$ cat src/rtl/tva_pkg.sv
// shared types, codes and constants of the timed valve actuator
package tva_pkg;

    // command codes carried in the mode field
    typedef enum logic [2:0] {
        MODE_TICK  = 3'd0,
        MODE_OPEN  = 3'd1,
        MODE_CLOSE = 3'd2,
        MODE_GOTO  = 3'd3,
        MODE_SHIFT = 3'd4
    } mode_t;

    // configuration register indexes
    typedef enum logic {
        CFG_FULL_STROKE    = 1'b0,
        CFG_MS_PER_PERCENT = 1'b1
    } cfg_idx_t;

    localparam int          STROKE_W      = 18;
    localparam int          RATE_W        = 12;
    localparam int          PCT_W         = 7;
    localparam int          ELAPSED_W     = 19;
    localparam int          CFG_DATA_W    = STROKE_W;

    localparam logic [PCT_W-1:0]     FULL_PERCENT  = 7'd100;
    localparam logic [ELAPSED_W-1:0] ELAPSED_MAX   = '1;
    localparam logic [STROKE_W-1:0]  STROKE_RESET  = 18'd60000;
    localparam logic [RATE_W-1:0]    RATE_RESET    = 12'd600;

    // one input item
    typedef struct packed {
        logic [2:0]        mode;
        logic signed [7:0] amount;
    } in_t;

    // one result item
    typedef struct packed {
        logic             open_drive;
        logic             close_drive;
        logic [PCT_W-1:0] position;
        logic             stroke_busy;
        logic             pulse_busy;
    } out_t;

    // configuration registers seen by the core
    typedef struct packed {
        logic [STROKE_W-1:0] full_stroke_ms;
        logic [RATE_W-1:0]   ms_per_percent;
    } cfg_t;

endpackage

$ cat src/rtl/tva_core.sv
// valve state registers and the single-pass command update
module tva_core (
    input  logic          clk,
    input  logic          rst_n,
    input  logic          advance,
    input  tva_pkg::in_t  item,
    input  tva_pkg::cfg_t cfg,
    output tva_pkg::out_t res
);
    import tva_pkg::*;

    logic                 stroke_active_reg, stroke_active_next;
    logic                 pulse_active_reg, pulse_active_next;
    logic [PCT_W-1:0]     pulse_percent_reg, pulse_percent_next;
    logic [PCT_W-1:0]     position_reg, position_next;
    logic [ELAPSED_W-1:0] elapsed_reg, elapsed_next;
    logic                 open_reg, open_next;
    logic                 close_reg, close_next;

    logic [ELAPSED_W-1:0] elapsed_inc;
    logic [ELAPSED_W-1:0] pulse_ms;
    logic signed [8:0]    shift_sum;
    logic [PCT_W-1:0]     shift_pos;
    logic signed [7:0]    shift_delta;
    logic [PCT_W-1:0]     shift_mag;
    logic [PCT_W-1:0]     goto_target;

    // saturating ms count and pulse length
    assign elapsed_inc = (elapsed_reg == ELAPSED_MAX) ? elapsed_reg
                                                      : elapsed_reg + 1'b1;
    assign pulse_ms    = ELAPSED_W'(pulse_percent_reg) * ELAPSED_W'(cfg.ms_per_percent);

    // shift target clamped to the travel range
    assign shift_sum   = $signed({2'b00, position_reg}) + $signed({item.amount[7], item.amount});
    always_comb
    begin
        if (shift_sum < 9'sd0)
            shift_pos = '0;
        else if (shift_sum > $signed({2'b00, FULL_PERCENT}))
            shift_pos = FULL_PERCENT;
        else
            shift_pos = shift_sum[PCT_W-1:0];
    end
    assign shift_delta = $signed({1'b0, shift_pos}) - $signed({1'b0, position_reg});
    assign shift_mag   = shift_delta[7] ? PCT_W'(-shift_delta) : shift_delta[PCT_W-1:0];

    // go-to target clamped to the travel range
    always_comb
    begin
        if (item.amount < 8'sd0)
            goto_target = '0;
        else if (item.amount > $signed({1'b0, FULL_PERCENT}))
            goto_target = FULL_PERCENT;
        else
            goto_target = item.amount[PCT_W-1:0];
    end

    // command update
    always_comb
    begin
        stroke_active_next = stroke_active_reg;
        pulse_active_next  = pulse_active_reg;
        pulse_percent_next = pulse_percent_reg;
        position_next      = position_reg;
        elapsed_next       = elapsed_reg;
        open_next          = open_reg;
        close_next         = close_reg;
        unique case (mode_t'(item.mode))
            MODE_TICK:
            begin
                elapsed_next = elapsed_inc;
                if (stroke_active_reg)
                begin
                    if (elapsed_inc > ELAPSED_W'(cfg.full_stroke_ms))
                    begin
                        stroke_active_next = 1'b0;
                        close_next         = 1'b0;
                        if (pulse_percent_reg != '0)
                        begin
                            position_next = pulse_percent_reg;
                            open_next     = 1'b1;
                            elapsed_next  = '0;
                        end
                        else
                        begin
                            position_next = open_reg ? FULL_PERCENT : '0;
                            open_next     = 1'b0;
                        end
                    end
                end
                else if (pulse_active_reg && (elapsed_inc > pulse_ms))
                begin
                    open_next          = 1'b0;
                    close_next         = 1'b0;
                    pulse_active_next  = 1'b0;
                    pulse_percent_next = '0;
                end
            end
            MODE_OPEN:
            begin
                if (!stroke_active_reg)
                begin
                    stroke_active_next = 1'b1;
                    elapsed_next       = '0;
                    open_next          = 1'b1;
                end
            end
            MODE_CLOSE:
            begin
                if (!stroke_active_reg)
                begin
                    stroke_active_next = 1'b1;
                    elapsed_next       = '0;
                    close_next         = 1'b1;
                end
            end
            MODE_GOTO:
            begin
                pulse_active_next  = 1'b1;
                stroke_active_next = 1'b1;
                elapsed_next       = '0;
                close_next         = 1'b1;
                pulse_percent_next = goto_target;
                position_next      = goto_target;
            end
            MODE_SHIFT:
            begin
                if (shift_delta != 8'sd0)
                begin
                    pulse_active_next  = 1'b1;
                    elapsed_next       = '0;
                    position_next      = shift_pos;
                    pulse_percent_next = shift_mag;
                    if (shift_delta[7])
                        close_next = 1'b1;
                    else
                        open_next = 1'b1;
                end
            end
            default:
            begin
            end
        endcase
    end

    // result seen after the update
    assign res = '{open_drive:  open_next,
                   close_drive: close_next,
                   position:    position_next,
                   stroke_busy: stroke_active_next,
                   pulse_busy:  pulse_active_next};

    // state registers
    always_ff @(posedge clk or negedge rst_n)
    begin
        if (!rst_n)
        begin
            stroke_active_reg <= 1'b0;
            pulse_active_reg  <= 1'b0;
            pulse_percent_reg <= '0;
            position_reg      <= '0;
            elapsed_reg       <= '0;
            open_reg          <= 1'b0;
            close_reg         <= 1'b0;
        end
        else if (advance)
        begin
            stroke_active_reg <= stroke_active_next;
            pulse_active_reg  <= pulse_active_next;
            pulse_percent_reg <= pulse_percent_next;
            position_reg      <= position_next;
            elapsed_reg       <= elapsed_next;
            open_reg          <= open_next;
            close_reg         <= close_next;
        end
    end

`ifndef SYNTHESIS
    // position estimate stays within the travel range
    a_position_range: assert property (@(posedge clk) disable iff (!rst_n)
        position_reg <= FULL_PERCENT)
        else $error("position estimate out of range");

    // a pending pulse length implies the pulse is marked active
    a_pulse_pending: assert property (@(posedge clk) disable iff (!rst_n)
        (pulse_percent_reg != '0) |-> pulse_active_reg)
        else $error("pulse length set without active pulse");

    // state holds when no item is processed
    a_state_hold: assert property (@(posedge clk) disable iff (!rst_n)
        !advance |=> $stable(elapsed_reg) && $stable(position_reg))
        else $error("state changed without an item");
`endif

endmodule

$ cat src/rtl/timed_valve_actuator_unit.sv
// top level of the timed valve actuator: handshake, config registers, result register
//
//  port group   direction  handshake          payload
//  in_*         input      in_valid/in_stall  tva_pkg::in_t (mode, amount)
//  out_*        output     out_valid/out_stall tva_pkg::out_t (drives, position, busy)
//  cfg_*        input      cfg_we             cfg_index, cfg_data
//
// one item per cycle while the result is not stalled; an input transfer goes to the
// input register, then through the single-pass update into the result register
// the update path holds one 7x12 multiply and two 19-bit compares
// rst_n clears state and config to reset values asynchronously
// a stalled result holds the update; the input register takes one more item behind it
module timed_valve_actuator_unit (
    input  logic                              clk,
    input  logic                              rst_n,
    input  logic                              in_valid,
    output logic                              in_stall,
    input  tva_pkg::in_t                      in_data,
    output logic                              out_valid,
    input  logic                              out_stall,
    output tva_pkg::out_t                     out_data,
    input  logic                              cfg_we,
    input  logic                              cfg_index,
    input  logic [tva_pkg::CFG_DATA_W-1:0]    cfg_data
);
    import tva_pkg::*;

    logic  in_valid_reg, in_valid_next;
    in_t   item_reg;
    logic  out_valid_reg, out_valid_next;
    out_t  out_data_reg;
    cfg_t  cfg_reg;
    out_t  res;
    logic  advance;
    logic  in_take;

    // pipeline control
    assign advance   = in_valid_reg && (!out_valid_reg || !out_stall);
    assign in_stall  = in_valid_reg && !advance;
    assign in_take   = in_valid && !in_stall;

    assign in_valid_next  = in_take ? 1'b1 : (advance ? 1'b0 : in_valid_reg);
    assign out_valid_next = advance ? 1'b1 : (out_stall ? out_valid_reg : 1'b0);

    // input register
    always_ff @(posedge clk or negedge rst_n)
    begin
        if (!rst_n)
            in_valid_reg <= 1'b0;
        else
            in_valid_reg <= in_valid_next;
    end

    always_ff @(posedge clk)
    begin
        if (in_take)
            item_reg <= in_data;
    end

    // configuration registers
    always_ff @(posedge clk or negedge rst_n)
    begin
        if (!rst_n)
        begin
            cfg_reg.full_stroke_ms <= STROKE_RESET;
            cfg_reg.ms_per_percent <= RATE_RESET;
        end
        else if (cfg_we)
        begin
            unique case (cfg_idx_t'(cfg_index))
                CFG_FULL_STROKE:    cfg_reg.full_stroke_ms <= cfg_data;
                CFG_MS_PER_PERCENT: cfg_reg.ms_per_percent <= cfg_data[RATE_W-1:0];
                default:
                begin
                end
            endcase
        end
    end

    // state and update
    tva_core u_core (
        .clk     (clk),
        .rst_n   (rst_n),
        .advance (advance),
        .item    (item_reg),
        .cfg     (cfg_reg),
        .res     (res)
    );

    // result register
    always_ff @(posedge clk or negedge rst_n)
    begin
        if (!rst_n)
            out_valid_reg <= 1'b0;
        else
            out_valid_reg <= out_valid_next;
    end

    always_ff @(posedge clk)
    begin
        if (advance)
            out_data_reg <= res;
    end

    assign out_valid = out_valid_reg;
    assign out_data  = out_data_reg;

`ifndef SYNTHESIS
    // a processed item always shows up as a result next cycle
    a_advance_result: assert property (@(posedge clk) disable iff (!rst_n)
        advance |=> out_valid && (out_data == $past(res)))
        else $error("processed item did not reach the result register");

    // a held input item is kept until processed
    a_input_hold: assert property (@(posedge clk) disable iff (!rst_n)
        (in_valid_reg && !advance) |=> in_valid_reg && $stable(item_reg))
        else $error("held input item lost");

    // reported position within the travel range
    a_out_position: assert property (@(posedge clk) disable iff (!rst_n)
        out_valid |-> (out_data.position <= FULL_PERCENT))
        else $error("result position out of range");
`endif

endmodule

$ cat config.mk
export PLATFORM = sky130hd
export DESIGN_NAME = timed_valve_actuator_unit
export DESIGN_NICKNAME = d
export VERILOG_FILES = /design/src/rtl/tva_pkg.sv /design/src/rtl/tva_core.sv /design/src/rtl/timed_valve_actuator_unit.sv
export SDC_FILE = /design/constraint.sdc
export NUM_CORES = 1
export LEC_CHECK = 0
export BUFFER_PORTS_ARGS = -buffer_cell sky130_fd_sc_hd__buf_2
export CAP_MARGIN = 15
export CORE_MARGIN = 3
export CORE_UTILIZATION = 50
export CTS_BUF_LIST = sky130_fd_sc_hd__clkbuf_8
export DETAILED_ROUTE_END_ITERATION = 8
export PLACE_DENSITY = 0.67
export SETUP_SLACK_MARGIN = 0.05
export SYNTH_ARGS = -nofsm -noshare
export SYNTH_HDL_FRONTEND = slang
export SYNTH_SLANG_ARGS = --single-unit
$ cat constraint.sdc
create_clock -name clk -period 7.95 [get_ports clk]
set_input_delay 0.3975 -clock clk [delete_from_list [all_inputs] [get_ports clk]]
set_output_delay 0.3975 -clock clk [all_outputs]
set_load 0.02 [all_outputs]
# Word-level counts from Yosys, hierarchy flattened
# Index checks and enable logic that the tools add are counted.
# W data, S select, Z words.
[word_totals] register_bits=91 input_bits=35 out_inout_bits=13 wordCells=109
[classes] addsub=4 n_mul=1 order_cmp=6 eq_ne=10 n_mux=48 n_bitwise=1 reduce_logical=21
[op_table] op="$mux W19" n=6
[op_table] op="$mux W7" n=13
[op_table] op="$pmux W19 S4" n=1
[op_table] op="$pmux W7 S3" n=2
[op_table] op="$mux W1" n=22
[op_table] op="$add A19 B1 Y19 const B" n=1
[op_table] op="$eq A19 B19 Y1 const B" n=1
[op_table] op="$gt A19 B18 Y1" n=1
[op_table] op="$gt A19 B19 Y1" n=1
[op_table] op="$mul A7 B12 Y19" n=1
[op_table] op="$add A8 B8 Y9" n=1
[op_table] op="$gt A9 B8 Y1 const B" n=1
[op_table] op="$lt A9 B1 Y1 const B" n=1
[op_table] op="$gt A8 B8 Y1 const B" n=1
[op_table] op="$lt A8 B1 Y1 const B" n=1
[op_table] op="$reduce_bool A8 Y1" n=1
[op_table] op="$sub A7 B7 Y8" n=1
[op_table] op="$neg A7 Y7" n=1
[op_table] op="$reduce_bool A7 Y1" n=1
[op_table] op="$eq A3 B2 Y1 const B" n=2
[op_table] op="$ne A2 B1 Y1 const B" n=3
[op_table] op="$pmux W1 S3" n=2
[op_table] op="$reduce_and A5 Y1" n=1
[op_table] op="$logic_and A1 B1 Y1" n=4
[op_table] op="other kinds (16)" n=21

# Depth between registers and ports, before layout
# Gate-level depths: netlist of the first run.
[logic_depth] ltp_word=9 depth_mapped=27 ltp_nobuf=26

# Cells and area by module
# From an unflattened synthesis of the first run, not the netlist that was laid out.
[unflattened] hier_cells=942 area_unflattened_um2=8923.6
[by_module_without_submodules] module="tva_core" instances=1 cells_per_inst=847 area_each_um2=6990.5 seq_area_each_um2=925.9
[by_module_without_submodules] module="timed_valve_actuator_unit" instances=1 cells_per_inst=95 area_each_um2=1933.1 seq_area_each_um2=1475.2

# Worst setup path after synthesis of the first run
# Ideal clock, no wire load.
[synth_timing] path_type="register to register" from="reg u_core.pulse_percent_reg[3]" to="reg u_core.pulse_percent_reg[0]" setup_ns=0.125 t_arrival_ns=6.752 required_ns=7.825 slack_ns=1.073 stages_incl_launch_ff=25 path_buffers=1 synth_period_minus_slack_ns=6.877 path_cell_list="dfrtp_1 > clkbuf_1 > and2_1 > fa_1 > fa_1 > fa_1 > inv_1 > fa_1 > inv_1 > ha_1 > or2_2 > a21oi_1 > a21oi_1 > a41o_1 > o41ai_2 > o21ai_0 > a311o_1 > ha_1 > nand4_1 > or4_1 > a21o_1 > a31oi_1 > a21o_1 > nand3_1 > mux2_2"
[synth_via] elab_chain_len=5
[synth_rtl] item="start, declared" line_no="tva_core.sv:14" text="logic [PCT_W-1:0] pulse_percent_reg, pulse_percent_next;"
[synth_rtl] item="start signal, assigned" line_no="tva_core.sv:170" text="pulse_percent_reg <= pulse_percent_next;"
[synth_rtl] item="$mul A7 B12 Y19" line_no="tva_core.sv:31" text="assign pulse_ms = ELAPSED_W'(pulse_percent_reg) * ELAPSED_W'(cfg.ms_per_percent);"
[synth_rtl] item="$gt A19 B19 Y1" line_no="tva_core.sv:91" text="else if (pulse_active_reg && (elapsed_inc > pulse_ms))"
[synth_rtl] item="$logic_and A1 B1 Y1" line_no="tva_core.sv:91"
[synth_rtl] item="$ne A2 B1 Y1 (no line)"
[synth_rtl] item="$reduce_and A5 Y1 (no line)"
# No other way between the ends.
# A chain may end at the register's enable or synchronous reset.

# Worst setup path in the final report of the first run
[layout_timing] from="reg u_core.pulse_percent_reg[2]" to="reg u_core.pulse_percent_reg[5]"
# Same word-level chain as after synthesis.

==> flow_summary.ini, run 1 <==
[synthesis]
synthCells = 955
synthXorXnorAreaFrac = 0.04195
ys_types = 77
post-synth-top-count-cell = inv_1
async_reset_ff_frac = 0.7582
synthAdderAreaFrac = 0.2448
synth-main-ff-cell = dfrtp_1
synth_warnings = 0
synth_top_family_by_area = adder cells
syn_area_um2 = 8770
synthSimpleGateAreaFrac = 0.1862
synthTopCellsByArea = dfrtp_1 (17%), ha_1 (13%), fa_1 (12%)
synth_common_cells = inv_1 (99), ha_1 (90), nand2_1 (80), and2_1 (76), o21ai_0 (69)
synth_compound_area_frac = 0.1661
synthesis.nets = 1131
yosys.area.top_type = dfrtp_1
synth_mux_area_frac = 0.02925
netlist.area_leader.share = 0.1655
synth_seq_cells = 91
ys_seq_area_frac = 0.2738
synth.avg_cell_area_um2 = 9.183
synth-edff-count = 22

[power_and_ir_drop]
pwr-share-seq = 0.265
power_frac_comb = 0.590
p_per_area_nw_per_um2 = 243.4
power.internal_mw = 1.236
swShare = 0.4617
p_switching_mw = 1.060
total_power_mw = 2.297
clkPwrFrac = 0.145
leakage_nw = 4.620
ir_drop_mv = 0.1427

[detailed_routing]
drt_iter0_drc = 452
via_per_inst = 5.728
ant_nets = 0
drtPass1Iterations = 5
post_drt_wl_per_cell_um = 17.23
drt_drc_violations_left = 0
wl_um = 21050
vias = 7000

[worst_setup_path]
critical_path_arrival_ns = 7.67
cp.required_ns = 8.23
worstPathMaxFanout = 15
r2r_cells = 25
cp-end-kind = flip-flop
path_class = reg -> reg
start_kind = flip-flop

[layout]
fin_cells = 1222
largest_reg_flops = 30
final_cell_area_um2 = 9438
n_antenna_cell = 0
layout-drive-gt1-share = 0.1307
syn_to_final_growth_pct = 7.619
nets = 1173

[place]
pre_cts_ws_ns = 0.3721
placedCellCount = 1206
gp_congestion = 0.8620
placed_cell_area_um2 = 9220
place_hpwl_um = 16670
io_buffer_count = 47

[worst_hold_path]
hold_class = in -> async

[global_route]
grt_pass1_wl_um = 34460
grt_max_degree = 70
grt_pass1_vias = 6679
antenna_found_initial = 0
grt_usage = 0.2206
grt_overflow = 0

[clock_network]
path_clk_slew_ns = 0.10
cts_tree = done
clock_latency_ns = 0.38
post-cts-setup-buffers = 0
numClockSinks = 91
cts_root_buf = clkbuf_8
clockBufferDepth = 2
cts_buffers = 9
h-tree-depth = 3
postCtsHoldBufs = 0

[sta]
fmax_mhz = 135.2
hold_violations = 0
tightest_slew_ns = 0.9116
period_needed_ns = 7.396
setup_tns_ns = 0
skew_ns = 0.01363
slew_viol_final = 0
rsz0062_at_grt = false
slew_headroom = 0.3923
fin_ws_ns = 0.5542
final-setup-viol-count = 0
fin_crit_sh = 0.9303

[floorplan]
row_count = 47
coreArea_um2 = 16880
fp.dieW_um = 138.4
start_util = 0.5196
die_height_um = 138.4
ioPinCount = 48
dieArea_um2 = 19160

[flow_run]
maxCapViolations = 0

[outcome]
status = finished clean
-- final timing paths --
check / startpoint / to / slack, ns
hold reg to reg: in_valid_reg$_DFFE_PN0P_ / out_valid$_DFFE_PN0P_ / 0.48
setup / recovery: u_core.pulse_percent_reg[2]$_DFFE_PN0P_ / u_core.pulse_percent_reg[5]$_DFFE_PN0P_ / 0.55
max in group asynchronous: rst_n / u_core.pulse_percent_reg[2]$_DFFE_PN0P_ / 7.17
setup reg to reg: u_core.pulse_percent_reg[2]$_DFFE_PN0P_ / u_core.pulse_percent_reg[5]$_DFFE_PN0P_ / 0.55
hold / removal: rst_n / u_core.elapsed_reg[12]$_DFFE_PN0P_ / 0.15
min in group clk: in_data[3] / item_reg[3]$_DFFE_PP_ / 0.19
-- metrics by stage --
step                utilization  hold WS [ns]
finish                   0.5592        0.1455
global route             0.5592        0.1763
global placement         0.5463        0.4711
detailed placement       0.5463        0.4670
CTS                      0.5583        0.1718
floorplan                     -        0.1019
-- kinds of logic after synthesis --
logic type / after synthesis
AO/OA/AOI/OAI: 218
XOR/XNOR: 42
adder cells (fa/ha/maj): 141
buffers and inverters: 124
flip-flops: 91
multiplexers: 23
AND/OR/NAND/NOR: 316
-- cells in the final DEF, fill, tap and decap left out, types with 8 or more instances in the layout --
| master | instances |
|---|---|
| a21o_1 | 17 |
| a31oi_1 | 9 |
| inv_1 | 100 |
| nor2_1 | 62 |
| xnor2_1 | 16 |
| and2_1 | 76 |
| o21ai_0 | 69 |
| buf_2 | 46 |
| nand4_1 | 10 |
| ha_1 | 90 |
| dfstp_2 | 11 |
| dfrtp_1 | 57 |
| and3_1 | 15 |
| fa_1 | 51 |
| nor3_1 | 15 |
| a21oi_1 | 38 |
| a22o_1 | 8 |
| o31ai_1 | 9 |
| buf_4 | 10 |
| xor2_1 | 26 |
| mux2_2 | 21 |
| nand2b_1 | 9 |
| nand3_1 | 16 |
| clkbuf_8 | 10 |
| edfxtp_1 | 22 |
| nand2_1 | 80 |
-- critical path, stage by stage, from the launching register on --
cell,delay (ns)
dfrtp_2,0.53
and2_1,0.20
fa_1,0.50
inv_1,0.05
fa_1,0.47
inv_1,0.06
fa_1,0.54
inv_1,0.08
fa_1,0.53
inv_1,0.04
ha_1,0.33
o21a_1,0.12
o31ai_1,0.10
a21oi_1,0.16
a41o_1,0.30
o41ai_2,0.35
o21ai_0,0.25
a311o_1,0.40
ha_1,0.29
nand4_1,0.14
or4_1,0.57
a21o_1,0.18
a31oi_2,0.28
a21o_1,0.18
nand3_1,0.27
mux2_2,0.37
-- power by group through the flow --
stage	combinational [mW]	clock [mW]	sequential, mW
2_1_floorplan	1.03	0	0.592
3_3_place_gp	1.33	0	0.614
3_5_place_dp	1.35	0	0.616
4_1_cts	1.36	0.342	0.607
5_1_grt	1.54	0.356	0.619
6_report	1.36	0.333	0.608
-- metal layers --
metal | up-vias | wire, µm | GRT usage
met5 | - | 0 | 0
met4 | 0 | 412 | 0.06240
met3 | 26 | 846 | 0.02590
met2 | 160 | 9490 | 0.3464
met1 | 3407 | 10300 | 0.3242
li1 | 3407 | - | -
-- repair_timing --
action                                  in CTS  in global routing
resized for setup                            0                  3
endpoints found under the setup margin       0                  9
hold endpoints to repair                     0                  0
-- final cells by class --
| type | count | area (µm²) |
|---|---|---|
| fill | 1521 | 7440 |
| multi-input combinational | 740 | 5881 |
| sequential | 91 | 2402 |
| inverter | 99 | 371.6 |
| timing repair buffer | 56 | 305.3 |
| tap | 220 | 275.3 |
| clock buffer | 10 | 137.6 |
| clock inverter | 6 | 65.06 |
(Power assumes the default switching activity.)
==> inputs of run 2 (changes only) <==
--- a/config.mk
+++ b/config.mk
@@ -12,6 +12,7 @@
 export CTS_BUF_LIST = sky130_fd_sc_hd__clkbuf_8
 export DETAILED_ROUTE_END_ITERATION = 8
 export PLACE_DENSITY = 0.67
+export RECOVER_POWER = 25
 export SETUP_SLACK_MARGIN = 0.05
 export SYNTH_ARGS = -nofsm -noshare
 export SYNTH_HDL_FRONTEND = slang
==> run 2 against run 1 <==
  * The flow now finishes with violations (capacitance limit, slew limit)
  * Die area did not move
  * Combinational power about the same
  * Routed wire length shrank 0.28%
  * Hold slack better by 0.045 ns
  * Clock power about the same
  * Cell area fell by 0.11%
  * Sequential share of layout area about the same
  * Maximum frequency down 0.14%
  * Sequential power hardly changed
  * Clock-buffer cell count unchanged
  * Clock skew rose by 0.0038 ns
  * Sequential cell count unchanged
  * Highest routed layer unchanged
==> flow_summary.ini, run 2 (synthesized netlist as in run 1, its figures left out) <==
[outcome]
status = complete, but fails checks
failed_checks = capacitance limit, slew limit

[worst_setup_path]
cp-end-kind = flip-flop
r2r_start = u_core.pulse_percent_reg[4]$_DFFE_PN0P_
r2r_cells = 23
cpMostUsedCell = fa_1
crit_buf_inv = 2
cp.required_ns = 8.23
r2r-end = u_core.pulse_percent_reg[0]$_DFFE_PN0P_
cp_slowest_cell = dfrtp_1
path_class = reg -> reg
r2r_slack_ns = 0.54
crit_path_cell_trace = and2_1, fa_1, fa_1, fa_1, inv_1, fa_1, inv_1, ha_1, or2_2, a21oi_1, a21oi_1, a41o_1, o41ai_2, o21ai_0, a311o_1, ha_1, nand4_1, or4_1, a21o_1, a31oi_2, a21o_1, nand3_1, mux2_2
cp_top_family = adder cells
critical_path_arrival_ns = 7.68
worstPathMaxFanout = 15
cp_slowest_stage_delay_ns = 0.58
start_kind = flip-flop

[detailed_routing]
drt_iter0_drc = 387
drt_drc_violations_left = 0
post_drt_wl_per_cell_um = 17.18
drtPass1Iterations = 5
ant_nets = 0
via_per_inst = 5.719
wl_um = 20990
vias = 6989

[sta]
final-setup-viol-count = 0
period_needed_ns = 7.406
slew_viol_final = 70
hold_violations = 0
fin_crit_sh = 0.9316
fmax_mhz = 135.0
slew_headroom = -1.517
setup_tns_ns = 0
tightest_slew_ns = 3.775
skew_ns = 0.01743
rsz0062_at_grt = false

[layout]
layout-drive-gt1-share = 0.1277
layout_common_cells = inv_1 (100), ha_1 (90), nand2_1 (80), and2_1 (76), o21ai_0 (69)
utilization = 0.5586
nets = 1173
n_fill_cell = 1525
n_antenna_cell = 0
largest_reg_flops = 30
syn_to_final_growth_pct = 7.505
final_common_cell = inv_1

[global_route]
top_usage_layer = met2
use_met1 = 0.3242
grt_overflow = 0
antenna_found_initial = 0
grt_pass1_vias = 6679
gr-usage-met2 = 0.3464
grt_usage = 0.2206
grtUsageMet3 = 0.02590
grt_max_degree = 70
grt_pass1_wl_um = 34460

[floorplan]
row_count = 47
dieArea_um2 = 19160
die_height_um = 138.4
start_util = 0.5196
coreArea_um2 = 16880
fp.dieW_um = 138.4
ioPinCount = 48

[worst_hold_path]
min_from = in_data[10]
holdPathEnd = item_reg[10]$_DFFE_PP_
hold_depth = 1
hold_class = in -> reg

[flow_run]
maxCapViolations = 1

[clock_network]
post-cts-setup-buffers = 0
numClockSinks = 91
path_clk_slew_ns = 0.09
h-tree-depth = 3
clock_latency_ns = 0.39
cts_root_buf = clkbuf_8
cts_tree = done
clockBufferDepth = 2
cts_buffers = 9

[place]
gp_congestion = 0.8620
place_hpwl_um = 16670
io_buffer_count = 47

[power_and_ir_drop]
leakage_nw = 4.612
ir_drop_mv = 0.1419
p_per_area_nw_per_um2 = 243.5
run 2: cell count changes in the layout (fill, tap and decap cells not counted):
cell,delta
nor2b_1,+1
nor2b_2,-1
clkbuf_1,+2
buf_4,-2
run 2: how the worst max path moves through the flow:
| stage | depth (start not counted) | startpoint | end |
|---|---|---|---|
| 4_1_cts | 24 | u_core.pulse_percent_reg[2]$_DFFE_PN0P_ | u_core.pulse_percent_reg[5]$_DFFE_PN0P_ |
| 2_1_floorplan | 24 | u_core.pulse_percent_reg[3]$_DFFE_PN0P_ | u_core.pulse_percent_reg[0]$_DFFE_PN0P_ |
| 3_5_place_dp | 24 | u_core.pulse_percent_reg[2]$_DFFE_PN0P_ | u_core.pulse_percent_reg[5]$_DFFE_PN0P_ |
| 5_1_grt | 25 | u_core.pulse_percent_reg[2]$_DFFE_PN0P_ | u_core.pulse_percent_reg[4]$_DFFE_PN0P_ |
| 3_3_place_gp | 24 | u_core.pulse_percent_reg[2]$_DFFE_PN0P_ | u_core.pulse_percent_reg[3]$_DFFE_PN0P_ |
| 6_report | 23 | u_core.pulse_percent_reg[4]$_DFFE_PN0P_ | u_core.pulse_percent_reg[0]$_DFFE_PN0P_ |
run 2: report_power, final:
group	switching, mW	internal [mW]	total (mW)
logic	0.811	0.542	1.35
registers	0.0687	0.539	0.608
clock network	0.180	0.155	0.334
total	1.06	1.24	2.30
run 2: worst reg2reg max path, cell delays in order, from the launching register on:
cell and delay [ns]:
dfrtp_1 0.58, and2_1 0.21, fa_1 0.44, fa_1 0.52
fa_1 0.54, inv_1 0.05, fa_1 0.52, inv_1 0.05
ha_1 0.29, or2_2 0.29, a21oi_1 0.14, a21oi_1 0.07
a41o_1 0.30, o41ai_2 0.35, o21ai_0 0.25, a311o_1 0.40
ha_1 0.29, nand4_1 0.14, or4_1 0.57, a21o_1 0.18
a31oi_2 0.28, a21o_1 0.19, nand3_1 0.27, mux2_2 0.37
run 2: metal layers:
layer  vias up  wire length (µm)
li1       3413                 -
met1      3393             10240
met2       158              9467
met3        25               893
met4         0               389
met5         -                 0
run 2: what timing repair did:
action	4_1_cts	5_1_grt
endpoints found under the setup margin	0	9
resized for setup	0	3
hold buffers	0	0
run 2: through the flow:
step	worst slack [ns]	power [mW]	cell area (µm²)	hold slack, ns	cells
CTS	0.3228	2.308	9423	0.1718	1222
finish	0.5441	2.295	9428	0.1905	1222
global route	0.1288	2.511	9428	0.1763	1222
floorplan	1.073	1.621	8770	0.1019	955
global placement	0.5241	1.944	9220	0.4711	1206
detailed placement	0.3721	1.963	9220	0.4670	1206
run 2: cell type report:
type                            instances  area [µm²]  share of cell area
Multi-Input combinational cell        740        5878              0.6235
Clock inverter                          6       65.06            0.006901
Inverter                               99       371.6             0.03942
Timing Repair Buffer                   56       297.8             0.03159
Tap cell                              220       275.3             0.02920
Clock buffer                           10       137.6             0.01460
Sequential cell                        91        2402              0.2548
